### src/hw/rtl/nec_pkg.sv
// ---------------------------------------------------------------------------
// nec_pkg
// Shared types, register indexes and helpers for the NEC IR frame decoder.
// ---------------------------------------------------------------------------
package nec_pkg;

  localparam int INTERVAL_BITS = 16;
  localparam int FRAME_BITS    = 32;
  localparam int ADDR_W        = 5;

  localparam logic [15:0] IV_MASK =
    (INTERVAL_BITS >= 16) ? 16'hFFFF : 16'((32'd1 << INTERVAL_BITS) - 32'd1);

  localparam logic [2:0] REG_START_MIN  = 3'd0;
  localparam logic [2:0] REG_START_MAX  = 3'd1;
  localparam logic [2:0] REG_GAP_MIN    = 3'd2;
  localparam logic [2:0] REG_GAP_MAX    = 3'd3;
  localparam logic [2:0] REG_ONE_MARGIN = 3'd4;
  localparam logic [2:0] REG_TIMEOUT    = 3'd5;

  localparam logic [0:0] OP_EDGE = 1'b0;
  localparam logic [0:0] OP_TICK = 1'b1;

  localparam logic [2:0] CODE_IDLE  = 3'd0;
  localparam logic [2:0] CODE_START = 3'd1;
  localparam logic [2:0] CODE_GAP   = 3'd2;
  localparam logic [2:0] CODE_DATA  = 3'd3;
  localparam logic [2:0] CODE_DONE  = 3'd4;

  typedef enum logic [4:0] {
    PH_IDLE  = 5'b00001,
    PH_START = 5'b00010,
    PH_GAP   = 5'b00100,
    PH_DATA  = 5'b01000,
    PH_DONE  = 5'b10000
  } phase_t;

  typedef struct packed {
    logic [15:0] start_min;
    logic [15:0] start_max;
    logic [15:0] gap_min;
    logic [15:0] gap_max;
    logic [15:0] one_margin;
    logic [7:0]  timeout_ticks;
  } cfg_t;

  typedef struct packed {
    logic        frame_done;
    logic        event_flag;
    logic [15:0] address;
    logic [15:0] command;
    logic [2:0]  decoder_state;
  } result_t;

  function automatic logic [2:0] phase_code(phase_t ph);
    logic [2:0] code;
    case (ph)
      PH_IDLE:  code = CODE_IDLE;
      PH_START: code = CODE_START;
      PH_GAP:   code = CODE_GAP;
      PH_DATA:  code = CODE_DATA;
      PH_DONE:  code = CODE_DONE;
      default:  code = CODE_IDLE;
    endcase
    return code;
  endfunction

endpackage

### src/hw/rtl/nec_cfg_regs.sv
// ---------------------------------------------------------------------------
// nec_cfg_regs
// APB register file holding the timing windows, bit margin and timeout.
// ---------------------------------------------------------------------------
module nec_cfg_regs (
  input  logic                      clk,
  input  logic                      rst_n,
  input  logic                      psel,
  input  logic                      penable,
  input  logic                      pwrite,
  input  logic [nec_pkg::ADDR_W-1:0] paddr,
  input  logic [31:0]               pwdata,
  output logic [31:0]               prdata,
  output logic                      pready,
  output nec_pkg::cfg_t             cfg
);
  import nec_pkg::*;

  cfg_t       cfg_r;
  logic       wr_en;
  logic [2:0] idx;

  assign wr_en  = psel & penable & pwrite;
  assign idx    = paddr[4:2];
  assign pready = 1'b1;
  assign cfg    = cfg_r;

  always_ff @(posedge clk) begin
    if (!rst_n) begin
      cfg_r.start_min     <= 16'd7800;
      cfg_r.start_max     <= 16'd9500;
      cfg_r.gap_min       <= 16'd3800;
      cfg_r.gap_max       <= 16'd4700;
      cfg_r.one_margin    <= 16'd350;
      cfg_r.timeout_ticks <= 8'd80;
    end else if (wr_en) begin
      case (idx)
        REG_START_MIN:  cfg_r.start_min     <= pwdata[15:0];
        REG_START_MAX:  cfg_r.start_max     <= pwdata[15:0];
        REG_GAP_MIN:    cfg_r.gap_min       <= pwdata[15:0];
        REG_GAP_MAX:    cfg_r.gap_max       <= pwdata[15:0];
        REG_ONE_MARGIN: cfg_r.one_margin    <= pwdata[15:0];
        REG_TIMEOUT:    cfg_r.timeout_ticks <= pwdata[7:0];
        default: ;
      endcase
    end
  end

  always_comb begin
    case (idx)
      REG_START_MIN:  prdata = {16'd0, cfg_r.start_min};
      REG_START_MAX:  prdata = {16'd0, cfg_r.start_max};
      REG_GAP_MIN:    prdata = {16'd0, cfg_r.gap_min};
      REG_GAP_MAX:    prdata = {16'd0, cfg_r.gap_max};
      REG_ONE_MARGIN: prdata = {16'd0, cfg_r.one_margin};
      REG_TIMEOUT:    prdata = {24'd0, cfg_r.timeout_ticks};
      default:        prdata = 32'd0;
    endcase
  end

endmodule

### src/hw/rtl/nec_decode_core.sv
// ---------------------------------------------------------------------------
// nec_decode_core
// Frame state, bit shifter and timeout counter; produces one result per word.
// ---------------------------------------------------------------------------
module nec_decode_core (
  input  logic              clk,
  input  logic              rst_n,
  input  logic              accept,
  input  logic              operation,
  input  logic [15:0]       interval_us,
  input  logic              pin_level,
  input  nec_pkg::cfg_t     cfg,
  output nec_pkg::result_t  result
);
  import nec_pkg::*;

  phase_t      phase_r, phase_nxt;
  logic        half_r, half_nxt;
  logic [5:0]  bits_r, bits_nxt;
  logic [15:0] mark_r, mark_nxt;
  logic [31:0] shift_r, shift_nxt;
  logic [7:0]  ticks_r, ticks_nxt;
  logic [15:0] addr_r, addr_nxt;
  logic [15:0] cmd_r, cmd_nxt;
  logic        event_r, event_nxt;
  logic        done;
  logic [15:0] iv;
  logic [16:0] mark_sum;
  logic        is_one;
  logic [7:0]  ticks_dec;
  logic [5:0]  bits_dec;

  assign iv        = interval_us & IV_MASK;
  assign mark_sum  = {1'b0, mark_r} + {1'b0, cfg.one_margin};
  assign is_one    = {1'b0, iv} > mark_sum;
  assign ticks_dec = ticks_r - 8'd1;
  assign bits_dec  = bits_r - 6'd1;

  always_comb begin
    phase_nxt = phase_r;
    half_nxt  = half_r;
    bits_nxt  = bits_r;
    mark_nxt  = mark_r;
    shift_nxt = shift_r;
    ticks_nxt = ticks_r;
    addr_nxt  = addr_r;
    cmd_nxt   = cmd_r;
    event_nxt = event_r;
    done      = 1'b0;
    if (operation == OP_TICK) begin
      if (phase_r == PH_DATA || phase_r == PH_DONE) begin
        ticks_nxt = ticks_dec;
        if (ticks_dec == 8'd0) begin
          phase_nxt = PH_IDLE;
          half_nxt  = 1'b0;
          shift_nxt = 32'd0;
          addr_nxt  = 16'd0;
          cmd_nxt   = 16'd0;
          event_nxt = 1'b0;
        end
      end
    end else begin
      case (phase_r)
        PH_IDLE: begin
          if (!pin_level) phase_nxt = PH_START;
        end
        PH_START: begin
          if (iv > cfg.start_min && iv < cfg.start_max) begin
            phase_nxt = PH_GAP;
          end else begin
            phase_nxt = PH_IDLE;
            half_nxt  = 1'b0;
            event_nxt = 1'b0;
          end
        end
        PH_GAP: begin
          if (iv > cfg.gap_min && iv < cfg.gap_max) begin
            bits_nxt  = 6'(FRAME_BITS);
            ticks_nxt = cfg.timeout_ticks;
            phase_nxt = PH_DATA;
            addr_nxt  = 16'd0;
            cmd_nxt   = 16'd0;
          end else begin
            phase_nxt = PH_IDLE;
            half_nxt  = 1'b0;
            event_nxt = 1'b0;
          end
        end
        PH_DATA: begin
          if (!half_r) begin
            mark_nxt = iv;
            half_nxt = 1'b1;
          end else begin
            shift_nxt = {is_one, shift_r[31:1]};
            half_nxt  = 1'b0;
            bits_nxt  = bits_dec;
            if (bits_dec == 6'd0) phase_nxt = PH_DONE;
          end
        end
        PH_DONE: begin
          addr_nxt  = shift_r[15:0];
          cmd_nxt   = shift_r[31:16];
          phase_nxt = PH_IDLE;
          half_nxt  = 1'b0;
          shift_nxt = 32'd0;
          event_nxt = 1'b1;
          done      = 1'b1;
        end
        default: ;
      endcase
    end
  end

  always_ff @(posedge clk) begin
    if (!rst_n) begin
      phase_r <= PH_IDLE;
      half_r  <= 1'b0;
      bits_r  <= 6'd0;
      mark_r  <= 16'd0;
      shift_r <= 32'd0;
      ticks_r <= 8'd0;
      addr_r  <= 16'd0;
      cmd_r   <= 16'd0;
      event_r <= 1'b0;
    end else if (accept) begin
      phase_r <= phase_nxt;
      half_r  <= half_nxt;
      bits_r  <= bits_nxt;
      mark_r  <= mark_nxt;
      shift_r <= shift_nxt;
      ticks_r <= ticks_nxt;
      addr_r  <= addr_nxt;
      cmd_r   <= cmd_nxt;
      event_r <= event_nxt;
    end
  end

  always_comb begin
    result.frame_done    = done;
    result.event_flag    = event_nxt;
    result.address       = addr_nxt;
    result.command       = cmd_nxt;
    result.decoder_state = phase_code(phase_nxt);
  end

endmodule

### src/hw/rtl/nec_out_buf.sv
// ---------------------------------------------------------------------------
// nec_out_buf
// Result register with one skid entry between decoder and result channel.
// ---------------------------------------------------------------------------
module nec_out_buf (
  input  logic              clk,
  input  logic              rst_n,
  input  logic              accept,
  input  nec_pkg::result_t  result,
  input  logic              out_stall,
  output logic              out_valid,
  output logic              full,
  output nec_pkg::result_t  out_data
);
  import nec_pkg::*;

  result_t main_r, skid_r;
  logic    main_vld_r, skid_vld_r;
  logic    take;

  assign take      = main_vld_r & ~out_stall;
  assign out_valid = main_vld_r;
  assign full      = skid_vld_r;
  assign out_data  = main_r;

  always_ff @(posedge clk) begin
    if (!rst_n) begin
      main_vld_r <= 1'b0;
      skid_vld_r <= 1'b0;
    end else if (take || !main_vld_r) begin
      if (skid_vld_r) begin
        main_vld_r <= 1'b1;
        skid_vld_r <= 1'b0;
      end else begin
        main_vld_r <= accept;
      end
    end else if (accept) begin
      skid_vld_r <= 1'b1;
    end
  end

  always_ff @(posedge clk) begin
    if (take || !main_vld_r) begin
      if (skid_vld_r) begin
        main_r <= skid_r;
      end else if (accept) begin
        main_r <= result;
      end
    end else if (accept) begin
      skid_r <= result;
    end
  end

endmodule

### src/hw/rtl/nec_ir_frame_decoder.sv
// ---------------------------------------------------------------------------
// nec_ir_frame_decoder
// NEC IR frame decoder driven by edge interval and millisecond tick words.
//
//   channel  direction  handshake            payload
//   in_      in         in_valid/in_stall    operation, interval_us, pin_level
//   out_     out        out_valid/out_stall  frame_done, event_flag, address,
//                                            command, decoder_state
//   apb      in/out     psel/penable/pready  paddr, pwdata, prdata
//
// One word per cycle while in_stall is low; each result is registered.
// Decode is a single pass from the state registers into the result register.
// A skid entry keeps input open for one word while out_stall holds output.
// Synchronous active-low reset; no clearing pass.
// ---------------------------------------------------------------------------
module nec_ir_frame_decoder (
  input  logic                       clk,
  input  logic                       rst_n,
  input  logic                       in_valid,
  output logic                       in_stall,
  input  logic                       in_operation,
  input  logic [15:0]                in_interval_us,
  input  logic                       in_pin_level,
  output logic                       out_valid,
  input  logic                       out_stall,
  output logic                       out_frame_done,
  output logic                       out_event_flag,
  output logic [15:0]                out_address,
  output logic [15:0]                out_command,
  output logic [2:0]                 out_decoder_state,
  input  logic                       psel,
  input  logic                       penable,
  input  logic                       pwrite,
  input  logic [nec_pkg::ADDR_W-1:0] paddr,
  input  logic [31:0]                pwdata,
  output logic [31:0]                prdata,
  output logic                       pready
);
  import nec_pkg::*;

  cfg_t    cfg;
  result_t result;
  result_t out_data;
  logic    accept;
  logic    full;

  assign in_stall = full;
  assign accept   = in_valid & ~full;

  nec_cfg_regs u_cfg (
    .clk     (clk),
    .rst_n   (rst_n),
    .psel    (psel),
    .penable (penable),
    .pwrite  (pwrite),
    .paddr   (paddr),
    .pwdata  (pwdata),
    .prdata  (prdata),
    .pready  (pready),
    .cfg     (cfg)
  );

  nec_decode_core u_core (
    .clk         (clk),
    .rst_n       (rst_n),
    .accept      (accept),
    .operation   (in_operation),
    .interval_us (in_interval_us),
    .pin_level   (in_pin_level),
    .cfg         (cfg),
    .result      (result)
  );

  nec_out_buf u_out (
    .clk       (clk),
    .rst_n     (rst_n),
    .accept    (accept),
    .result    (result),
    .out_stall (out_stall),
    .out_valid (out_valid),
    .full      (full),
    .out_data  (out_data)
  );

  assign out_frame_done    = out_data.frame_done;
  assign out_event_flag    = out_data.event_flag;
  assign out_address       = out_data.address;
  assign out_command       = out_data.command;
  assign out_decoder_state = out_data.decoder_state;

  a_skid_implies_main: assert property (@(posedge clk) disable iff (!rst_n)
    in_stall |-> out_valid)
    else $error("skid entry held without a result in the output register");

  a_done_sets_flag: assert property (@(posedge clk) disable iff (!rst_n)
    (out_valid && out_frame_done) |-> out_event_flag)
    else $error("completed frame without event flag");

  a_done_returns_idle: assert property (@(posedge clk) disable iff (!rst_n)
    (out_valid && out_frame_done) |-> (out_decoder_state == CODE_IDLE))
    else $error("completed frame did not return to idle");

  a_stall_after_full_take: assert property (@(posedge clk) disable iff (!rst_n)
    (in_stall && !out_stall) |=> !in_stall)
    else $error("skid entry not drained after output was taken");

endmodule
### config.mk
export PLATFORM = sky130hd
export DESIGN_NAME = nec_ir_frame_decoder
export DESIGN_NICKNAME = d
export VERILOG_FILES = /design/src/hw/rtl/nec_pkg.sv /design/src/hw/rtl/nec_cfg_regs.sv /design/src/hw/rtl/nec_decode_core.sv /design/src/hw/rtl/nec_out_buf.sv /design/src/hw/rtl/nec_ir_frame_decoder.sv
export SDC_FILE = /design/constraint.sdc
export NUM_CORES = 1
export LEC_CHECK = 0
export BUFFER_PORTS_ARGS = -buffer_cell sky130_fd_sc_hd__buf_2
export CAP_MARGIN = 10
export CORE_UTILIZATION = 60
export CTS_BUF_LIST = sky130_fd_sc_hd__clkbuf_16
export CTS_CLUSTER_DIAMETER = 100
export DETAILED_ROUTE_END_ITERATION = 6
export PLACE_DENSITY = 0.91
export SLEW_MARGIN = 30
export SYNTH_ARGS = -nofsm -noshare
export SYNTH_HDL_FRONTEND = slang
export SYNTH_SLANG_ARGS = --single-unit
### constraint.sdc
create_clock -name clk -period 4 [get_ports clk]
set_input_delay 0.2 -clock clk [delete_from_list [all_inputs] [get_ports clk]]
set_output_delay 0.2 -clock clk [all_outputs]
set_load 0.02 [all_outputs]
* After elaboration in Yosys (flattened, before gate mapping)
Cells that the tools add are included.
Operators by class: equality and inequality tests 21, multiplexer cells 51, bitwise gates (word level) 10, $add $sub $neg 3, order comparisons 5, $mul 0, divide/modulo/power cells 0, reductions and logical operators 28, shift-type cells 0
Operator list (count):
- $mux 16 | 8
- $mux 32 | 4
- $pmux 16 s6 | 1
- $mux 37 | 2
- $pmux 16 s2 | 2
- $pmux 32 s2 | 1
- $gt 16x16->1 | 2
- $lt 16x16->1 | 2
- $mux 8 | 4
- $mux 5 | 6
- $pmux 5 s5 | 1
- $add 16x16->17 | 1
- $gt 16x17->1 | 1
- $reduce_and 2->1 | 8
- $mux 1 | 14
- $mux 6 | 2
- $pmux 3 s4 | 1
- $pmux 6 s2 | 1
- $eq 5x2->1 const B | 2
- $eq 5x3->1 const B | 2
- $eq 5x4->1 const B | 2
- $eq 5x5->1 const B | 2
- $reduce_and 5->1 | 2
- $logic_not 8->1 | 1
- 26 further kinds | 46
Word-level totals: memories 0, bits in read-only memories 0, bits of input ports 62, bits in writable memories 0, register bits after elaboration 265, output and inout bits 72, bits in latches 0

* Logic depth before layout (Yosys ltp)
Gate-level depths: netlist of the first run.
depth in word-level cells 10, mapped depth 18, mapped depth without buffers 18

* Cells and area by module
A second synthesis of the first run with hierarchy kept.
Second synthesis, totals: cell total of the unflattened synthesis 1454, area, all modules 14133.6 um^2
Modules (own cells, without submodules):
- nec_decode_core | cells an instance 894, times used 1, area each 7116.8 um^2, sequential area each 2021.9 um^2
- nec_cfg_regs | cells an instance 436, times used 1, area each 4169.0 um^2, sequential area each 1761.7 um^2
- nec_out_buf | cells an instance 123, times used 1, area each 2834.0 um^2, sequential area each 2262.2 um^2
- nec_ir_frame_decoder | cells an instance 1, times used 1, area each 13.8 um^2, sequential area each 0.0 um^2

* Worst setup path after synthesis of the first run
OpenSTA, ideal clock, no wires.
path kind register to register, start point register u_cfg.cfg_r, in the netlist u_cfg.cfg[8], end point register u_core.shift_r[31], arrival 3415 ps, cell stages (with the launch flop) 19, data required time 3926 ps, buffers on the path 0, path slack 511 ps, cell sequence dfxtp_1 > ha_1 > fa_1 > a21o_1 > a21oi_1 > o21ba_2 > o21ai_0 > a41oi_1 > a21oi_1 > a21o_1 > a21oi_1 > xor2_1 > ha_1 > o21a_1 > nor2_1 > or4_1 > nor2_1 > nand4_1 > o21ai_0
Between the ends: longest elaborated chain between the ends 5
RTL lines:
- start, declared | line nec_cfg_regs.sv:19 | cfg_t cfg_r;
- $add 16x16->17 | line nec_decode_core.sv:34 | assign mark_sum = {1'b0, mark_r} + {1'b0, cfg.one_margin};
- $gt 16x17->1 | line nec_decode_core.sv:35 | assign is_one = {1'b0, iv} > mark_sum;
- $mux 32 | line nec_decode_core.sv:90 | if (!half_r) begin
- $pmux 32 s2 | line nec_decode_core.sv:63 | case (phase_r)
- $mux 32 | line nec_decode_core.sv:50 | if (operation == OP_TICK) begin
- end signal, assigned | line nec_decode_core.sv:130 | shift_r <= shift_nxt;
- end, declared | line nec_decode_core.sv:21 | logic [31:0] shift_r, shift_nxt;
Every way passes these cells. The select of a mux whose other input is x is not followed. A chain may end at the register's enable or synchronous reset.

* Worst setup path after layout of the first run
Same ends and word-level chain as after synthesis.

==> metrics.yaml, run 1 <==
synth:
  synth_seq_area_share_pct: 44.0
  synth_commonest_cells: "nand2_1, dfxtp_1, a21oi_1, ha_1, inv_1"
  yosysMostFrequentCell: "nand2_1"
  synth_top_area_share_pct: 27.8
  synthesis.area_um2: 13800
  yosys.area.top_type: "dfxtp_1"
  synth_edf_count: 74
  ys_ff_latch: 265
  synth.area.top_cells: "dfxtp_1, edfxtp_1, ha_1"
  synthArstFlopShare_pct: 0
  synthCells: 1510
  postSynthAreaPerCell_um2: 9.11
  ys.flop_type: "dfxtp_1"
  yosys_warnings: 0
  synth_cell_type_count: 79
setup_path:
  path_class: "flop to flop"
  r2r_cells: 18
  worst_setup_path_start_kind: "flop"
  endpoint_kind: "flop"
  crit_start: "u_cfg.cfg[8]"
  regToRegEndpoint: "u_core.shift_r[31]"
  worst_ep_arrival_time_ps: 4250
  regToRegSetupSlack_ps: 220
  cp_max_fo: 3
  worst_ep_required_time_ps: 4470
  crit-reg2reg-launch: "u_cfg.cfg[8]"
drt:
  drt-wirelength-per-cell_um: 19.3
  vias_per_cell: 6.41
  dr.pass1.iters: 7
  wl_met3_um: 3450
  dr_wl_met2_um: 17100
  vias: 12170
  first_iter_violations: 1294
  top_layer: "met4"
  drc: 2
  wl_um: 36700
  wl_met1_um: 14300
  final_antenna_net_count: 0
min_path:
  min_from: "pwdata[0]"
  holdPathStages: 3
  worstHoldEndpoint: "u_cfg.cfg[56]"
  hold_class: "input pin to flop"
die:
  fp.coreArea_um2: 22600
  start_util_pct: 60.9
  die_w_um: 153
  die_h_um: 153
  io_pins: 134
  die_area_um2: 23500
  rows: 55
power_and_ir_drop:
  p_leak_nw: 6.19
  finalPower_w: 0.00591
  ir_drop_v: 0.000361
  power.density_nw_per_um2: 381
timing:
  max_freq_mhz: 265
  relSlewSlack_pct: 42.7
  final.min_clock_period_ps: 3780
  post-route-period-util_pct: 94.5
  report.final.slew_viol_count: 0
  hold_violations: 0
  worstMarginPinSlew_ps: 856
  finClkSkew_ps: 19.4
  setup_viol: 0
  final.setup.tns_ps: 0
  rsz0062_at_grt: "no"
global_route:
  grt-ovfl-total: 0
  grt_pass1_wl_um: 59700
  grt_pass1_vias: 12030
  antenna_found_initial: 0
  grt_start_max_net_pins: 92
  grt_use_total_pct: 31.3
clock_network:
  cts_buffers: 27
  clk_latency_ps: 550
  clkSinkCount: 265
  cts.path.max_buffers: 3
  path_clk_slew_ps: 70
  cts_root_buf: "clkbuf_16"
  ctsHtreeMaxLevel: 1
  cts_tree: "yes"
final_layout:
  fin_nets: 1753
  fin_cells: 1898
  multi_input_area_um2: 7050
  seqCellArea_um2: 6050
  drive_gt1_share_pct: 13.9
  fillers: 1575
  syn_to_final_growth_pct: 13.0
  antenna_cells: 0
  fin_util_pct: 68.8
status:
  violations: "design-rule violations"
  status: "complete, but fails checks"
place:
  place.gp.congestion: 0.962
  hpwl_um: 24500
  place_inst: 1827
  port_buffers: 98
run:
  maxCapViolCount: 0
==> layer usage <==
layer / vias to the layer above / global-route usage [%]
li1: 5593 / -
met1: 5715 / 38.8
met2: 692 / 52.4
met3: 170 / 5.56
met4: 0 / 15.6
met5: - / 0
==> layout make-up <==
class                      instances  share of cell area, %
multi-input combinational       1078                   45.4
tap                              285                   2.30
sequential                       265                   38.9
clock inverter                    23                   1.37
inverter                          82                   1.99
clock buffer                      27                   4.35
timing repair buffer             138                   5.67
==> worst max-delay path, cell delays in order (launching register included) <==
cell,delay (ps)
dfxtp_1,340
ha_1,240
fa_1,430
a21o_1,190
a21oi_2,170
o21ba_2,150
o21ai_0,170
a41oi_2,240
a21oi_1,150
a21o_1,200
a21oi_1,180
xor2_1,90
ha_1,300
o21a_1,110
nor2_1,40
or4_1,390
nor2_1,110
nand4_1,90
o21ai_0,140
==> worst max-delay path by stage <==
| stage | to | slack, ps | depth (start not counted) |
|---|---|---|---|
| 3_5_place_dp | u_core.shift_r[31] | 130 | 18 |
| 4_1_cts | u_core.shift_r[31] | 100 | 18 |
| 3_3_place_gp | u_core.shift_r[31] | 240 | 18 |
| 5_1_grt | u_core.shift_r[31] | 0.2 | 18 |
| 6_report | u_core.shift_r[31] | 220 | 18 |
| 2_1_floorplan | u_core.shift_r[31] | 510 | 18 |
==> cells in the final DEF, fill, tap and decap left out, types with 6 or more instances in the layout <==
cell and count:
o21a_1 6, ha_1 98, a21oi_1 155, conb_1 17
or3_1 13, mux2_2 34, xor2_1 9, nand4_1 15
nand2_1 249, buf_2 98, clkbuf_16 27, o211ai_1 34
nor2_1 70, nor2b_1 12, mux2i_1 25, o31ai_1 10
a21o_1 9, nand3_1 54, a211oi_1 7, clkinv_2 6
inv_1 84, buf_4 17, o22ai_1 12, edfxtp_1 74
a22o_1 64, o21ai_0 28, dlygate4sd3_1 20, nand2b_1 9
a22oi_1 12, xnor2_1 9, clkinv_1 7, nor3_1 29
dfxtp_1 190
==> report_power, final <==
group          switching [W]  leakage (nW)  internal [W]
Clock                0.00107         0.460       0.00149
Sequential         0.0000258          2.21       0.00280
Combinational       0.000360          3.52      0.000173
Total                0.00145          6.19       0.00446
==> per-stage QoR <==
step,hold WS [ps],worst slack [ps],instance area [um2]
3_3_place_gp,442,242,14400
6_report,18.1,222,15500
3_5_place_dp,449,132,14400
4_1_cts,0.501,104,15500
2_1_floorplan,324,511,13800
5_1_grt,6.96,0.155,15500
==> state kept, by name (all words and copies together) (netlist names) <==
signal / cells
u_cfg.cfg: 88
u_core.addr_r: 16
u_core.bits_r: 6
u_core.cmd_r: 16
u_core.event_r: 1
u_core.half_r: 1
u_core.mark_r: 16
u_core.phase_r: 5
u_core.shift_r: 32
u_core.ticks_r: 8
u_out.full: 1
u_out.out_data: 37
u_out.out_valid: 1
u_out.skid_r: 37
==> logic make-up (layout without fill, tap and decap cells) <==
| logic type | after synthesis | in the layout | share of synthesized area [%] |
|---|---|---|---|
| flip-flops | 265 | 265 | 44.0 |
| AO/OA/AOI/OAI | 394 | 394 | 19.3 |
| adder cells (fa/ha/maj) | 99 | 99 | 9.06 |
| AND/OR/NAND/NOR | 489 | 489 | 15.8 |
| buffers and inverters | 182 | 270 | 5.66 |
| multiplexers | 61 | 61 | 4.93 |
| other | 2 | 17 | 0.0546 |
| XOR/XNOR | 18 | 18 | 1.15 |
==> timing repair <==
action,4_1_cts,5_1_grt
hold buffers,20,0
setup buffers,0,1
resized for setup,0,2
endpoints found under the hold margin,57,0
setup endpoints to repair,0,1
(Power assumes the default switching activity.)
==> inputs of run 2 (changes only) <==
Settings changed: CELL_PAD_IN_SITES_DETAIL_PLACEMENT set to 2, CELL_PAD_IN_SITES_GLOBAL_PLACEMENT set to 2, CORE_UTILIZATION 60 to 37, PLACE_DENSITY 0.91 to 0.9.
==> run 2 against run 1 <==
Largest power group unchanged. The flow now finishes without violations. Clock skew increased by 5.1 ps. Clock power increased by 5%. Worst hold slack improved by 1.8 ps. Critical path type unchanged. Largest cell class unchanged. Critical endpoint unchanged.
==> metrics.yaml, run 2 (synthesized netlist as in run 1, its figures left out) <==
status:
  status: "complete, no violations"
place:
  port_buffers: 98  # unchanged
  place_inst: 2013  # +10%
  place.gp.congestion: 0.860  # -11%
  hpwl_um: 36100  # +48%
  dpl-instance-area_um2: 14700  # +1.8%
clock_network:
  ctsHtreeMaxLevel: 1  # unchanged
  cts_tree: "yes"
  path_clk_slew_ps: 70  # about the same
  cts_root_buf: "clkbuf_16"
  cts_buffers: 30  # +11%
  cts.path.max_buffers: 3  # unchanged
  cts_setup_buffers: 0  # unchanged
  clk_latency_ps: 610  # +60 ps
  clkSinkCount: 265  # unchanged
setup_path:
  worst_setup_path_start_kind: "flop"
  endpoint_kind: "flop"
  r2r_cells: 17  # -1
  max_stage_delay_ps: 490  # +60 ps
  worst_ep_required_time_ps: 4530  # +60 ps
  path_class: "flop to flop"
  cp_max_fo: 4  # +1
  worst_ep_arrival_time_ps: 4400  # +150 ps
  worstPathCellList: "ha_1 > a21oi_2 > o211ai_1 > a31oi_1 > nor2b_1 > o21a_1 > o211a_1 > o21a_1 > o2111a_1 > a211oi_1 > ha_1 > o21a_1 > nor2_1 > or4_1 > nor2_1 > nand4_1 > o21ai_0"
  crit_top_cell: "o21a_1"
  cp_slowest_cell: "dfxtp_1"
drt:
  first_iter_violations: 1085  # -16%
  vias: 12950  # +6.4%
  dr.pass1.iters: 5  # -2
  final_antenna_net_count: 0  # unchanged
  drt-wirelength-per-cell_um: 28.4  # +47%
  wl_um: 59600  # +62%
  vias_per_cell: 6.18  # -3.7%
  drc: 0  # -2
final_layout:
  fillers: 3881  # +150%
  seqCellArea_um2: 6050  # unchanged
  mostFrequentLayoutCell: "nand2_1"
  fin_area_um2: 15900  # +2.4%
  antenna_cells: 0  # unchanged
  multi_input_area_um2: 7070  # +0.25%
  largest_register_ffs: 88  # unchanged
  drive_gt1_share_pct: 14.4  # +0.48 points
  final_cell_mix: "nand2_1, dfxtp_1, a21oi_1"
  syn_to_final_growth_pct: 15.7
  fin_nets: 1767  # +0.80%
  fin_cells: 2097  # +10%
timing:
  finClkSkew_ps: 24.5  # +5.15 ps
  report.final.slew_viol_count: 0  # unchanged
  post-route-period-util_pct: 96.7  # +2.2 points
  relSlewSlack_pct: 33.0  # -9.8 points
  hold_violations: 0  # unchanged
  final.min_clock_period_ps: 3870  # +89.4 ps
  max_freq_mhz: 259  # -2.3%
  setup_viol: 0  # unchanged
  worstMarginPinSlew_ps: 1000  # +147 ps
global_route:
  grt_busiest_layer: "met2"
  grt-ovfl-total: 0  # unchanged
  grt_pass1_vias: 14579  # +21%
  grt_use_total_pct: 31.0  # -0.27 points
  met3_usage_pct: 4.82  # -0.73 points
  met2_usage_pct: 54.6  # +2.2 points
  grtUsageMet1_pct: 36.1  # -2.8 points
  grt_pass1_wl_um: 90600  # +52%
  antenna_found_initial: 0  # unchanged
  grt_start_max_net_pins: 107  # +16%
die:
  die_w_um: 195  # +27%
  rows: 70  # +27%
  io_pins: 134  # unchanged
  die_area_um2: 37900  # +61%
  die_h_um: 195  # +27%
  fp.coreArea_um2: 36600  # +62%
  start_util_pct: 37.6  # -23 points
power_and_ir_drop:
  ir_drop_v: 0.000387  # +7.3%
  power.density_nw_per_um2: 386  # +1.4%
  p_leak_nw: 6.23  # +0.69%
  finalPower_w: 0.00614  # +3.8%
run:
  maxCapViolCount: 0  # unchanged
min_path:
  hold_class: "input pin to flop"
  holdPathStages: 3  # unchanged
==> run 2: report_power, final <==
| part | internal (W) | switching (W) | leakage (nW) |
|---|---|---|---|
| Sequential | 0.00280 | 0.0000356 | 2.21 |
| Clock | 0.00143 | 0.00126 | 0.461 |
| Combinational | 0.000184 | 0.000432 | 3.56 |
==> run 2: layout make-up <==
cell class                      count  area share, %
Clock buffer                       30           4.72
Clock inverter                     25           1.05
Inverter                           82           1.94
Multi-Input combinational cell   1078           44.4
Sequential cell                   265           38.0
Tap cell                          468           3.68
Timing Repair Buffer              149           6.15
==> run 2: through the flow <==
step	utilization (%)	hold WS (ps)	TNS (ps)	setup slack, ps
5_1_grt	43.5	7.59	-51.0	-51.0
2_1_floorplan	-	324	0	511
4_1_cts	43.4	3.75	0	68.7
3_3_place_gp	40.0	442	0	202
3_5_place_dp	40.1	454	0	95.0
6_report	43.5	19.9	0	132
==> run 2: path summary, 6_finish.rpt <==
kind,start,end,slack (ps)
setup / recovery,u_cfg.cfg[9],u_core.shift_r[31],130
hold / removal,out_stall,u_out.full,20
setup reg to reg,u_cfg.cfg[9],u_core.shift_r[31],130
hold reg to reg,u_core.mark_r[8],u_core.mark_r[8],460
==> run 2: repair_timing <==
action	CTS	global route
endpoints found under the hold margin	80	0
hold buffers	29	0
setup endpoints to repair	0	1
resized for setup	0	6
==> run 2: worst max-delay path, delay by kind of cell, from the launching register on <==
| family | cells | cell delay, ps |
|---|---|---|
| compound gates | 10 | 2080 |
| simple gates | 5 | 750 |
| flops | 1 | 490 |
| fa+ha+maj | 2 | 490 |
==> run 2: metal layers <==
metal	routed length [um]	share of wire (%)
met4	3470	5.8
met1	23200	39
met2	29400	49
met5	0	0
met3	3600	6.0
